File: src/hw/rtl/mbsp_pkg.sv
// shared types and constants of the midi byte stream parser
`timescale 1ns / 1ps

package mbsp_pkg;

   // event kinds
   localparam logic [4:0] KIND_PROGRAM       = 5'd4;
   localparam logic [4:0] KIND_CHAN_PRESSURE = 5'd5;
   localparam logic [4:0] KIND_SONG_POS      = 5'd7;
   localparam logic [4:0] KIND_SONG_SEL      = 5'd8;
   localparam logic [4:0] KIND_CLOCK         = 5'd9;
   localparam logic [4:0] KIND_START         = 5'd10;
   localparam logic [4:0] KIND_CONTINUE      = 5'd11;
   localparam logic [4:0] KIND_STOP          = 5'd12;
   localparam logic [4:0] KIND_TUNE          = 5'd13;
   localparam logic [4:0] KIND_ACTIVE_SENSE  = 5'd14;
   localparam logic [4:0] KIND_RESET         = 5'd15;
   localparam logic [4:0] KIND_SEGMENT       = 5'd16;
   localparam logic [4:0] KIND_ERROR         = 5'd17;

   // segment classes
   localparam logic [2:0] CLASS_OPEN      = 3'd0;
   localparam logic [2:0] CLASS_COMPLETE  = 3'd1;
   localparam logic [2:0] CLASS_FIRST     = 3'd2;
   localparam logic [2:0] CLASS_MIDDLE    = 3'd3;
   localparam logic [2:0] CLASS_LAST      = 3'd4;
   localparam logic [2:0] CLASS_CANCELLED = 3'd5;

   // status byte codes
   localparam logic [7:0] CODE_SYSEX_START  = 8'hF0;
   localparam logic [7:0] CODE_SONG_POS     = 8'hF2;
   localparam logic [7:0] CODE_SONG_SEL     = 8'hF3;
   localparam logic [7:0] CODE_SYSEX_CANCEL = 8'hF4;
   localparam logic [7:0] CODE_TUNE         = 8'hF6;
   localparam logic [7:0] CODE_SYSEX_END    = 8'hF7;
   localparam logic [7:0] CODE_CLOCK        = 8'hF8;
   localparam logic [7:0] CODE_START        = 8'hFA;
   localparam logic [7:0] CODE_CONTINUE     = 8'hFB;
   localparam logic [7:0] CODE_STOP         = 8'hFC;
   localparam logic [7:0] CODE_ACTIVE_SENSE = 8'hFE;
   localparam logic [7:0] CODE_RESET        = 8'hFF;

   typedef enum logic [3:0] {
      PHASE_IDLE    = 4'b0001,
      PHASE_FIRST   = 4'b0010,
      PHASE_SECOND  = 4'b0100,
      PHASE_SEGMENT = 4'b1000
   } phase_type;

   typedef struct packed {
      phase_type  phase;
      logic [4:0] pending_kind;
      logic [3:0] pending_channel;
      logic [7:0] held_first_data;
      logic       opened_by_start_marker;
   } parse_state_type;

   typedef struct packed {
      logic [4:0] event_kind;
      logic [3:0] channel_number;
      logic [7:0] first_data;
      logic [7:0] second_data;
      logic [7:0] segment_value;
      logic       is_marker;
      logic       segment_end;
      logic [2:0] segment_class;
   } result_type;

endpackage

File: src/hw/rtl/mbsp_decode.sv
// byte decoder: next parse state and result for one incoming byte
`timescale 1ns / 1ps

module mbsp_decode (
   input  mbsp_pkg::parse_state_type state_cur,
   input  logic [7:0]                midi_byte,
   output mbsp_pkg::parse_state_type state_nxt,
   output logic                      result_valid,
   output mbsp_pkg::result_type      result
);

   logic one_data;

   assign one_data = (state_cur.pending_kind == mbsp_pkg::KIND_PROGRAM)
                  || (state_cur.pending_kind == mbsp_pkg::KIND_CHAN_PRESSURE)
                  || (state_cur.pending_kind == mbsp_pkg::KIND_SONG_SEL);

   always_comb begin
      state_nxt    = state_cur;
      result_valid = 1'b0;
      result       = '0;
      case (state_cur.phase)
         mbsp_pkg::PHASE_FIRST: begin
            if (one_data) begin
               state_nxt.phase       = mbsp_pkg::PHASE_IDLE;
               result_valid          = 1'b1;
               result.event_kind     = state_cur.pending_kind;
               result.channel_number = state_cur.pending_channel;
               result.first_data     = midi_byte;
            end else begin
               state_nxt.held_first_data = midi_byte;
               state_nxt.phase           = mbsp_pkg::PHASE_SECOND;
            end
         end
         mbsp_pkg::PHASE_SECOND: begin
            state_nxt.phase       = mbsp_pkg::PHASE_IDLE;
            result_valid          = 1'b1;
            result.event_kind     = state_cur.pending_kind;
            result.channel_number = state_cur.pending_channel;
            result.first_data     = state_cur.held_first_data;
            result.second_data    = midi_byte;
         end
         mbsp_pkg::PHASE_SEGMENT: begin
            result_valid         = 1'b1;
            result.event_kind    = mbsp_pkg::KIND_SEGMENT;
            result.segment_value = midi_byte;
            if (midi_byte == mbsp_pkg::CODE_SYSEX_END
                  || midi_byte == mbsp_pkg::CODE_SYSEX_START
                  || midi_byte == mbsp_pkg::CODE_SYSEX_CANCEL) begin
               state_nxt.phase    = mbsp_pkg::PHASE_IDLE;
               result.is_marker   = 1'b1;
               result.segment_end = 1'b1;
               if (midi_byte == mbsp_pkg::CODE_SYSEX_CANCEL) begin
                  result.segment_class = mbsp_pkg::CLASS_CANCELLED;
               end else if (state_cur.opened_by_start_marker) begin
                  result.segment_class = (midi_byte == mbsp_pkg::CODE_SYSEX_END)
                                       ? mbsp_pkg::CLASS_COMPLETE
                                       : mbsp_pkg::CLASS_FIRST;
               end else begin
                  result.segment_class = (midi_byte == mbsp_pkg::CODE_SYSEX_START)
                                       ? mbsp_pkg::CLASS_MIDDLE
                                       : mbsp_pkg::CLASS_LAST;
               end
            end
         end
         mbsp_pkg::PHASE_IDLE: begin
            result_valid = 1'b1;
            case (midi_byte) inside
               [8'h00:8'h7F]: begin
                  result.event_kind = mbsp_pkg::KIND_ERROR;
               end
               [8'h80:8'hEF]: begin
                  result_valid              = 1'b0;
                  state_nxt.pending_kind    = {2'b00, midi_byte[6:4]};
                  state_nxt.pending_channel = midi_byte[3:0];
                  state_nxt.phase           = mbsp_pkg::PHASE_FIRST;
               end
               mbsp_pkg::CODE_SONG_POS, mbsp_pkg::CODE_SONG_SEL: begin
                  result_valid              = 1'b0;
                  state_nxt.pending_kind    = (midi_byte == mbsp_pkg::CODE_SONG_POS)
                                            ? mbsp_pkg::KIND_SONG_POS
                                            : mbsp_pkg::KIND_SONG_SEL;
                  state_nxt.pending_channel = 4'd0;
                  state_nxt.phase           = mbsp_pkg::PHASE_FIRST;
               end
               mbsp_pkg::CODE_SYSEX_START, mbsp_pkg::CODE_SYSEX_END: begin
                  state_nxt.opened_by_start_marker =
                     (midi_byte == mbsp_pkg::CODE_SYSEX_START);
                  state_nxt.phase      = mbsp_pkg::PHASE_SEGMENT;
                  result.event_kind    = mbsp_pkg::KIND_SEGMENT;
                  result.segment_value = midi_byte;
                  result.is_marker     = 1'b1;
               end
               mbsp_pkg::CODE_CLOCK:        result.event_kind = mbsp_pkg::KIND_CLOCK;
               mbsp_pkg::CODE_START:        result.event_kind = mbsp_pkg::KIND_START;
               mbsp_pkg::CODE_CONTINUE:     result.event_kind = mbsp_pkg::KIND_CONTINUE;
               mbsp_pkg::CODE_STOP:         result.event_kind = mbsp_pkg::KIND_STOP;
               mbsp_pkg::CODE_TUNE:         result.event_kind = mbsp_pkg::KIND_TUNE;
               mbsp_pkg::CODE_ACTIVE_SENSE: result.event_kind = mbsp_pkg::KIND_ACTIVE_SENSE;
               mbsp_pkg::CODE_RESET:        result.event_kind = mbsp_pkg::KIND_RESET;
               default:                     result.event_kind = mbsp_pkg::KIND_ERROR;
            endcase
         end
         default: begin
            state_nxt.phase = mbsp_pkg::PHASE_IDLE;
         end
      endcase
   end

endmodule

File: src/hw/rtl/midi_byte_stream_parser_top.sv
// midi byte stream parser: one raw byte per transfer in, at most one event out
// Takes one MIDI byte per cycle while req_ready is high and registers the event that
// byte completes, if any. The decode of a byte is a single pass from the parse state
// register to the result register; the result side has an output register plus one
// skid entry, so bytes keep flowing while a result waits, and the input stalls only
// when both entries hold results. Sustained rate: one byte per clock.
`timescale 1ns / 1ps

module midi_byte_stream_parser_top (
   input  logic       clock,
   input  logic       reset,
   input  logic       req_valid,
   output logic       req_ready,
   input  logic [7:0] req_midi_byte,
   output logic       rsp_valid,
   input  logic       rsp_ready,
   output logic [4:0] rsp_event_kind,
   output logic [3:0] rsp_channel_number,
   output logic [7:0] rsp_first_data,
   output logic [7:0] rsp_second_data,
   output logic [7:0] rsp_segment_value,
   output logic       rsp_is_marker,
   output logic       rsp_segment_end,
   output logic [2:0] rsp_segment_class
);

   mbsp_pkg::parse_state_type state_ff, state_in, state_dec;
   mbsp_pkg::result_type      out_ff, out_in, skid_ff, skid_in, dec_result;
   logic                      out_valid_ff, out_valid_in;
   logic                      skid_valid_ff, skid_valid_in;
   logic                      dec_valid;
   logic                      accept, push, pop;

   mbsp_decode u_decode (
      .state_cur    (state_ff),
      .midi_byte    (req_midi_byte),
      .state_nxt    (state_dec),
      .result_valid (dec_valid),
      .result       (dec_result)
   );

   assign req_ready = !skid_valid_ff;
   assign accept    = req_valid && req_ready;
   assign push      = accept && dec_valid;
   assign pop       = out_valid_ff && rsp_ready;
   assign state_in  = accept ? state_dec : state_ff;

   always_comb begin
      out_in        = out_ff;
      out_valid_in  = out_valid_ff;
      skid_in       = skid_ff;
      skid_valid_in = skid_valid_ff;
      if (!out_valid_ff || pop) begin
         if (skid_valid_ff) begin
            out_in        = skid_ff;
            out_valid_in  = 1'b1;
            skid_valid_in = 1'b0;
         end else begin
            out_in       = dec_result;
            out_valid_in = push;
         end
      end else if (push) begin
         skid_in       = dec_result;
         skid_valid_in = 1'b1;
      end
   end

   always_ff @(posedge clock) begin
      if (reset) begin
         state_ff      <= '{phase: mbsp_pkg::PHASE_IDLE, default: '0};
         out_valid_ff  <= 1'b0;
         skid_valid_ff <= 1'b0;
      end else begin
         state_ff      <= state_in;
         out_valid_ff  <= out_valid_in;
         skid_valid_ff <= skid_valid_in;
      end
   end

   always_ff @(posedge clock) begin
      out_ff  <= out_in;
      skid_ff <= skid_in;
   end

   assign rsp_valid          = out_valid_ff;
   assign rsp_event_kind     = out_ff.event_kind;
   assign rsp_channel_number = out_ff.channel_number;
   assign rsp_first_data     = out_ff.first_data;
   assign rsp_second_data    = out_ff.second_data;
   assign rsp_segment_value  = out_ff.segment_value;
   assign rsp_is_marker      = out_ff.is_marker;
   assign rsp_segment_end    = out_ff.segment_end;
   assign rsp_segment_class  = out_ff.segment_class;

   // skid entry is only filled behind a held output
   assert property (@(posedge clock) disable iff (reset)
      skid_valid_ff |-> out_valid_ff)
      else $error("skid entry valid while output register empty");

   // reset leaves the parser idle and the result side empty
   assert property (@(posedge clock)
      reset |=> (state_ff.phase == mbsp_pkg::PHASE_IDLE && !out_valid_ff && !skid_valid_ff))
      else $error("parser not idle after reset");

   // second data byte always completes an event and returns to idle
   assert property (@(posedge clock) disable iff (reset)
      (accept && state_ff.phase == mbsp_pkg::PHASE_SECOND)
         |=> (state_ff.phase == mbsp_pkg::PHASE_IDLE && out_valid_ff))
      else $error("second data byte did not complete an event");

endmodule

File: config.mk
export PLATFORM = sky130hd
export DESIGN_NAME = midi_byte_stream_parser_top
export DESIGN_NICKNAME = d
export VERILOG_FILES = /design/src/hw/rtl/mbsp_pkg.sv /design/src/hw/rtl/mbsp_decode.sv /design/src/hw/rtl/midi_byte_stream_parser_top.sv
export SDC_FILE = /design/constraint.sdc
export NUM_CORES = 1
export LEC_CHECK = 0
export BUFFER_PORTS_ARGS = -buffer_cell sky130_fd_sc_hd__buf_2
export CORE_UTILIZATION = 40
export CTS_CLUSTER_DIAMETER = 150
export DETAILED_ROUTE_END_ITERATION = 12
export HOLD_SLACK_MARGIN = 0.06
export PLACE_DENSITY = 0.61
export SLEW_MARGIN = 0
export SYNTH_ARGS = -nofsm -noshare
export SYNTH_HDL_FRONTEND = slang
export SYNTH_SLANG_ARGS = --single-unit
File: constraint.sdc
create_clock -name clock -period 8.2 [get_ports clock]
set_input_delay 0.41 -clock clock [delete_from_list [all_inputs] [get_ports clock]]
set_output_delay 0.41 -clock clock [all_outputs]
set_load 0.01 [all_outputs]
==> run_results.csv, run 1 <==
group,metric,value,unit
die,rows,38,
place,dpl.cell_count,541,
clock_network,cts_root_buf,"clkbuf_8",
sta,tightest_slew,0.800,ns
setup_path,crit_type,"reg2reg",
sta,setup_viol,0,
clock_network,clock_latency,0.37,ns
route,drt-initial-drc-count,145,
synthesis,ys_seq_area_share,60.9,%
grt,grt_antenna_before_repair,0,
layout,diodes,0,
setup_path,path_cells,"or4b_4, o21ba_1, nor3_1, nor3_2, buf_4",
clock_network,clock_path_buffers,2,
grt,grt_pass1_wl,14.6,mm
die,die_y,108,um
setup_path,crit_required,8.25,ns
sta,setup_tns,0,ns
die,initial_core_util,41.4,%
power,leakagePower,2.06,nW
layout,area_growth,11.8,%
grt,track_usage,16.8,%
clock_network,cts_sinks,99,
outcome,outcome,"complete, no violations",
route,wl_per_cell,16.2,um
synthesis,ys_ff_latch,99,
clock_network,ctsResizeCount,0,
clock_network,clk_pin_slew_worst_paths,0.09,ns
setup_path,r2r-start,"state_ff[21]",
place,place_hpwl,5.93,mm
sta,holdWs,0.434,ns
setup_path,cpPeakStageDelay,0.67,ns
clock_network,htreeDepth,3,
clock_network,cts_setup_buffers,0,
grt,gr-total-overflow,0,
setup_path,cp_top_family,"simple AND/OR/NAND/NOR gates",
clock_network,postCtsHoldBufs,0,
place,io_buffers,51,
die,ios,52,
grt,grt_start_max_net_pins,43,
route,dr.pass1.iters,4,
power,powerDensity,189,nW/um2
layout,stdcell_count,557,
sta,hold_viol_final,0,
synthesis,synth_area_per_cell,12.2,um2
synthesis,postSynth.topFlopCell,"edfxtp_1",
die,core_region_area,10900,um2
sta,finalMaxSlewViolations,0,
flow_run,drv_cap,0,
synthesis,synth_edf_count,76,
setup_path,startpoint_type,"flop",
sta,fmax,0.377,GHz
route,vias,2889,
sta,fin_worst_skew,0.00755,ns
synthesis,synth.distinct_cells,59,
power,p_total,0.000951,W
die,fp.dieW,108,um
clock_network,cts_tree,"yes",
sta,period_minus_slack,2.66,ns
route,antenna_left,0,
synthesis,ys_warn_count,0,
setup_path,cp_num_buf_inv,1,
route,wl,9.03,mm
setup_path,worstPathArrival,2.71,ns
setup_path,cp-end-kind,"flop",
sta,maxSlewHeadroom,45.9,%
layout,fin_area,5030,um2
setup_path,cp_max_fo,21,
sta,rsz0062_at_grt,"false",
sta,finalCritPeriodShare,32.4,%
synthesis,synthArstFlopShare,0,%
clock_network,cts_buffers,9,
place,place_congestion,0.826,
layout,drive_gt1_share,26.4,%
min_path,min_from,"reset",
route,via_per_inst,5.19,
setup_path,cpMaxStageDelayCell,"o21ba_1",
route,drcViolationCount,0,
die,die-area,11700,um2
synthesis,synthCells,370,
grt,grt_pass1_vias,2800,
setup_path,crit_start,"state_ff[21]",
layout,final_nets,424,
power,ir_drop,0.0743,mV
min_path,hold_path.class,"in2reg",
synthesis,syn_nets,382,
place,place_area,4830,um2
synthesis,syn_area,4500,um2
==> through the flow <==
| stage | worst slack, ns | utilization (%) |
|---|---|---|
| after CTS | 5.51 | 46.2 |
| after global placement | 5.57 | 44.4 |
| final | 5.54 | 46.2 |
| after floorplan | 3.57 | - |
| after detailed placement | 5.52 | 44.4 |
| after global routing | 5.34 | 46.2 |
==> cell usage after synthesis, drive strengths merged, types with 3 or more instances <==
library cell	count	share of area [%]
edfxtp	76	51
nand2	43	3.6
o21ai	28	3.1
dfxtp	23	10
nor2	22	1.8
clkbuf	21	2.7
mux2	19	4.7
mux2i	15	3.3
a21oi	10	1.2
and2	10	1.4
nor2b	10	1.4
a22o	8	1.6
inv	7	0.58
nand3	7	0.89
buf	6	1.1
nor3	6	0.67
o31ai	6	1.0
nand2b	5	0.69
nor4	5	1.0
a31oi	4	0.56
a21o	3	0.53
and3	3	0.44
nor3b	3	0.61
or4b	3	0.75
==> cell families after synthesis <==
| group | share of synthesized area [%] |
|---|---|
| XOR/XNOR | 0.194 |
| flip-flops | 60.9 |
| AND/OR/NAND/NOR | 14.7 |
| multiplexers | 8.08 |
| AO/OA/AOI/OAI | 11.4 |
| buffers and inverters | 4.72 |
==> worst reg2reg max path: cells and delay by family (launching register included) <==
family                 cells  cell delay, ns
AO/OA/AOI/OAI              1            0.67
buffers and inverters      1            0.32
flip-flops                 1            0.39
AND/OR/NAND/NOR            3            0.95
==> cell type report <==
| class | instances | area [um2] |
|---|---|---|
| repair buffers | 59 | 315 |
| fillers | 1016 | 5850 |
| flip-flops and latches | 99 | 2740 |
| clock buffers | 12 | 176 |
| clock inverters | 4 | 28.8 |
| well taps | 140 | 175 |
| inverters | 9 | 33.8 |
| multi-input cells | 234 | 1560 |
==> cells in the final DEF, fill, tap and decap left out, types with 2 or more instances in the layout <==
cell type / netlist / routed
a2111oi_2: 2 / 2
a21o_1: 2 / 2
a21oi_1: 9 / 9
a22o_1: 8 / 8
a31oi_1: 4 / 4
and2_1: 10 / 10
and3_1: 2 / 2
buf_2: 2 / 51
buf_4: 2 / 8
clkbuf_8: 4 / 11
clkinv_1: 2 / 2
clkinvlp_4: 0 / 2
dfxtp_1: 23 / 23
edfxtp_1: 76 / 76
inv_1: 7 / 7
mux2_2: 18 / 18
mux2i_1: 15 / 15
nand2_1: 43 / 43
nand2b_1: 5 / 4
nand3_1: 6 / 6
nor2_1: 22 / 22
nor2b_1: 10 / 10
nor3_1: 6 / 5
nor3b_1: 2 / 2
nor4_1: 4 / 3
nor4b_1: 2 / 2
o211ai_1: 2 / 2
o21ai_0: 24 / 24
o21ai_1: 4 / 4
o31a_1: 2 / 2
o31ai_1: 6 / 6
or2_1: 2 / 2
==> path summary, 6_finish.rpt <==
kind / end / cells past startpoint / slack, ns
hold / removal: state_ff[2] / 2 / 0.43
setup / recovery: skid_ff[6] / 5 / 5.54
hold reg to reg: state_ff[10] / 2 / 0.46
setup reg to reg: skid_ff[6] / 5 / 5.54
==> where the power goes <==
group | switching (W) | internal (W)
Combinational | 0.0000516 | 0.0000291
Sequential | 0.00000606 | 0.000550
Clock | 0.000169 | 0.000146
==> metal layers <==
| layer | GRT usage, % | share of wire [%] | routed length [um] | up-vias |
|---|---|---|---|---|
| li1 | - | - | - | 1438 |
| met1 | 22.7 | 47 | 4210 | 1392 |
| met2 | 26.7 | 49 | 4380 | 48 |
| met3 | 2.05 | 2.9 | 258 | 11 |
| met4 | 8.12 | 2.0 | 182 | 0 |
| met5 | 0 | 0 | 0 | - |
==> state kept, by name (all words and copies together), names as in the netlist <==
| register | cells |
|---|---|
| skid_ff | 38 |
| rsp_segment_value | 8 |
| rsp_channel_number | 4 |
| rsp_segment_end | 1 |
| rsp_segment_class | 3 |
| rsp_valid | 1 |
| rsp_second_data | 8 |
| rsp_event_kind | 5 |
| skid_valid_ff | 1 |
| rsp_first_data | 8 |
| state_ff | 21 |
| rsp_is_marker | 1 |
Note: power is estimated with default switching activity, not from simulation.
==> run 2: changes to the inputs <==
clock period = 2.45 ns   (was 8.2 ns; I/O delays follow)
==> run 2 against run 1 <==
Core utilization grew 0.90 points; clock power grew to 3.5 times the previous value; worst hold slack lost 0.28 ns; critical path type unchanged; die area is the same.
==> run_results.csv, run 2 (synthesis gave the netlist of run 1 again) <==
group,metric,value,unit
die,ios,52,
layout,mostFrequentLayoutCells,"76 x edfxtp_1, 51 x buf_2, 43 x nand2_1",
grt,gr-total-overflow,0,
clock_network,clock_latency,0.37,ns
setup_path,worstPathArrival,2.34,ns
setup_path,cp_max_fo,11,
power,netSwitchingPower,0.000764,W
layout,multi_input_area,1590,um2
power,p_total,0.00325,W
sta,holdWs,0.158,ns
place,pre_cts_ws,0.203,ns
route,via_per_inst,5.30,
layout,final_nets,431,
flow_run,drv_cap,0,
clock_network,clk_pin_slew_worst_paths,0.09,ns
layout,drive_gt1_share,27.8,%
setup_path,path_cells,"or4b_1, nand2_1, o21ai_0, nor3_4, buf_4",
route,dr.pass1.iters,5,
grt,track_usage,17.5,%
sta,setup_ws,0.178,ns
layout,largest_reg_flops,38,
setup_path,crit_type,"reg2reg",
die,rows,38,
clock_network,cts_tree,"yes",
clock_network,clock_path_buffers,2,
clock_network,cts_sinks,99,
sta,finalCritPeriodShare,92.7,%
power,pwr-share-comb,9.1,%
sta,fin_worst_skew,0.0119,ns
sta,finalMaxSlewViolations,0,
route,vias,2990,
sta,period_minus_slack,2.27,ns
place,dpl.cell_count,548,
layout,final_common_cell,"edfxtp_1",
sta,rsz0062_at_grt,"false",
clock_network,postCtsHoldBufs,0,
sta,setup_viol,0,
die,fp.dieW,108,um
die,die-area,11700,um2
die,die_y,108,um
clock_network,htreeDepth,3,
layout,area_growth,13.9,%
route,drt-initial-drc-count,177,
clock_network,cts_setup_buffers,0,
setup_path,crit_required,2.52,ns
min_path,hold_path.class,"in2reg",
power,ir_drop,0.249,mV
setup_path,cpPeakStageDelay,0.70,ns
power,power_frac_seq,57.3,%
power,powerDensity,633,nW/um2
place,place_congestion,0.868,
clock_network,cts_buffers,9,
outcome,outcome,"complete, no violations",
power,clock_power_share,33.5,%
power,p_sw_share,23.5,%
layout,final-seq-area,2740,um2
sta,hold_viol_final,0,
setup_path,cpMaxStageDelayCell,"or4b_1",
clock_network,ctsResizeCount,0,
grt,grt_pass1_vias,2865,
power,p_int,0.00248,W
sta,maxSlewHeadroom,58.6,%
route,drcViolationCount,0,
setup_path,cp_num_buf_inv,1,
grt,grt_start_max_net_pins,29,
die,core_region_area,10900,um2
setup_path,cp-end-kind,"flop",
route,wl_per_cell,17.1,um
setup_path,startpoint_type,"flop",
grt,grt_antenna_before_repair,0,
layout,diodes,0,
die,initial_core_util,41.4,%
route,antenna_left,0,
grt,grt_pass1_wl,15.1,mm
clock_network,cts_root_buf,"clkbuf_8",
route,wl,9.63,mm
place,io_buffers,51,
layout,stdcell_count,564,
sta,tightest_slew,0.615,ns
layout,largestRegisters,"skid_ff x38, state_ff x21",
layout,regMostFlops,"skid_ff",
power,leakagePower,2.10,nW
place,place_hpwl,6.44,mm
setup_path,cp_top_family,"simple AND/OR/NAND/NOR gates",
sta,fmax,0.440,GHz
layout,fill_cells,995,
## run 2: power groups by stage
stage	clock network (W)	registers, W	logic (W)
3_3_place_gp	0	0.00190	0.000292
3_5_place_dp	0	0.00190	0.000295
4_1_cts	0.00111	0.00186	0.000297
2_1_floorplan	0	0.00192	0.000179
5_1_grt	0.00118	0.00187	0.000322
6_report	0.00109	0.00186	0.000296
## run 2: metrics by stage
| step | TNS [ns] | utilization [%] | cell area (um2) |
|---|---|---|---|
| after floorplan | -11.47 | - | 4550 |
| after global placement | 0 | 45.3 | 4930 |
| after detailed placement | 0 | 45.3 | 4930 |
| after CTS | 0 | 47.1 | 5130 |
| after global routing | 0 | 47.1 | 5130 |
| final | 0 | 47.1 | 5130 |
## run 2: path summary, 6_finish.rpt
path	start	cells past startpoint	end	slack [ns]
worst max register to register	state_ff[20]	5	skid_ff[1]	0.18
worst min register to register	state_ff[9]	2	state_ff[9]	0.46
worst max-delay path	state_ff[20]	5	skid_ff[1]	0.18
worst min-delay path	reset	2	state_ff[4]	0.16
## run 2: cell type report
type / count / area share, %
Clock buffer: 13 / 3.10
Clock inverter: 3 / 0.902
Inverter: 9 / 0.658
Multi-Input combinational cell: 234 / 31.1
Sequential cell: 99 / 53.5
Tap cell: 140 / 3.41
Timing Repair Buffer: 66 / 7.41
## run 2: routing by layer
metal / share of wire (%) / vias up / wire length [um] / GRT usage, %
met5: 0 / - / 0 / 0
met3: 5.1 / 12 / 491 / 2.59
met4: 1.4 / 0 / 138 / 7.44
met1: 44 / 1444 / 4280 / 23.3
met2: 49 / 83 / 4720 / 28.4
li1: - / 1451 / - / -
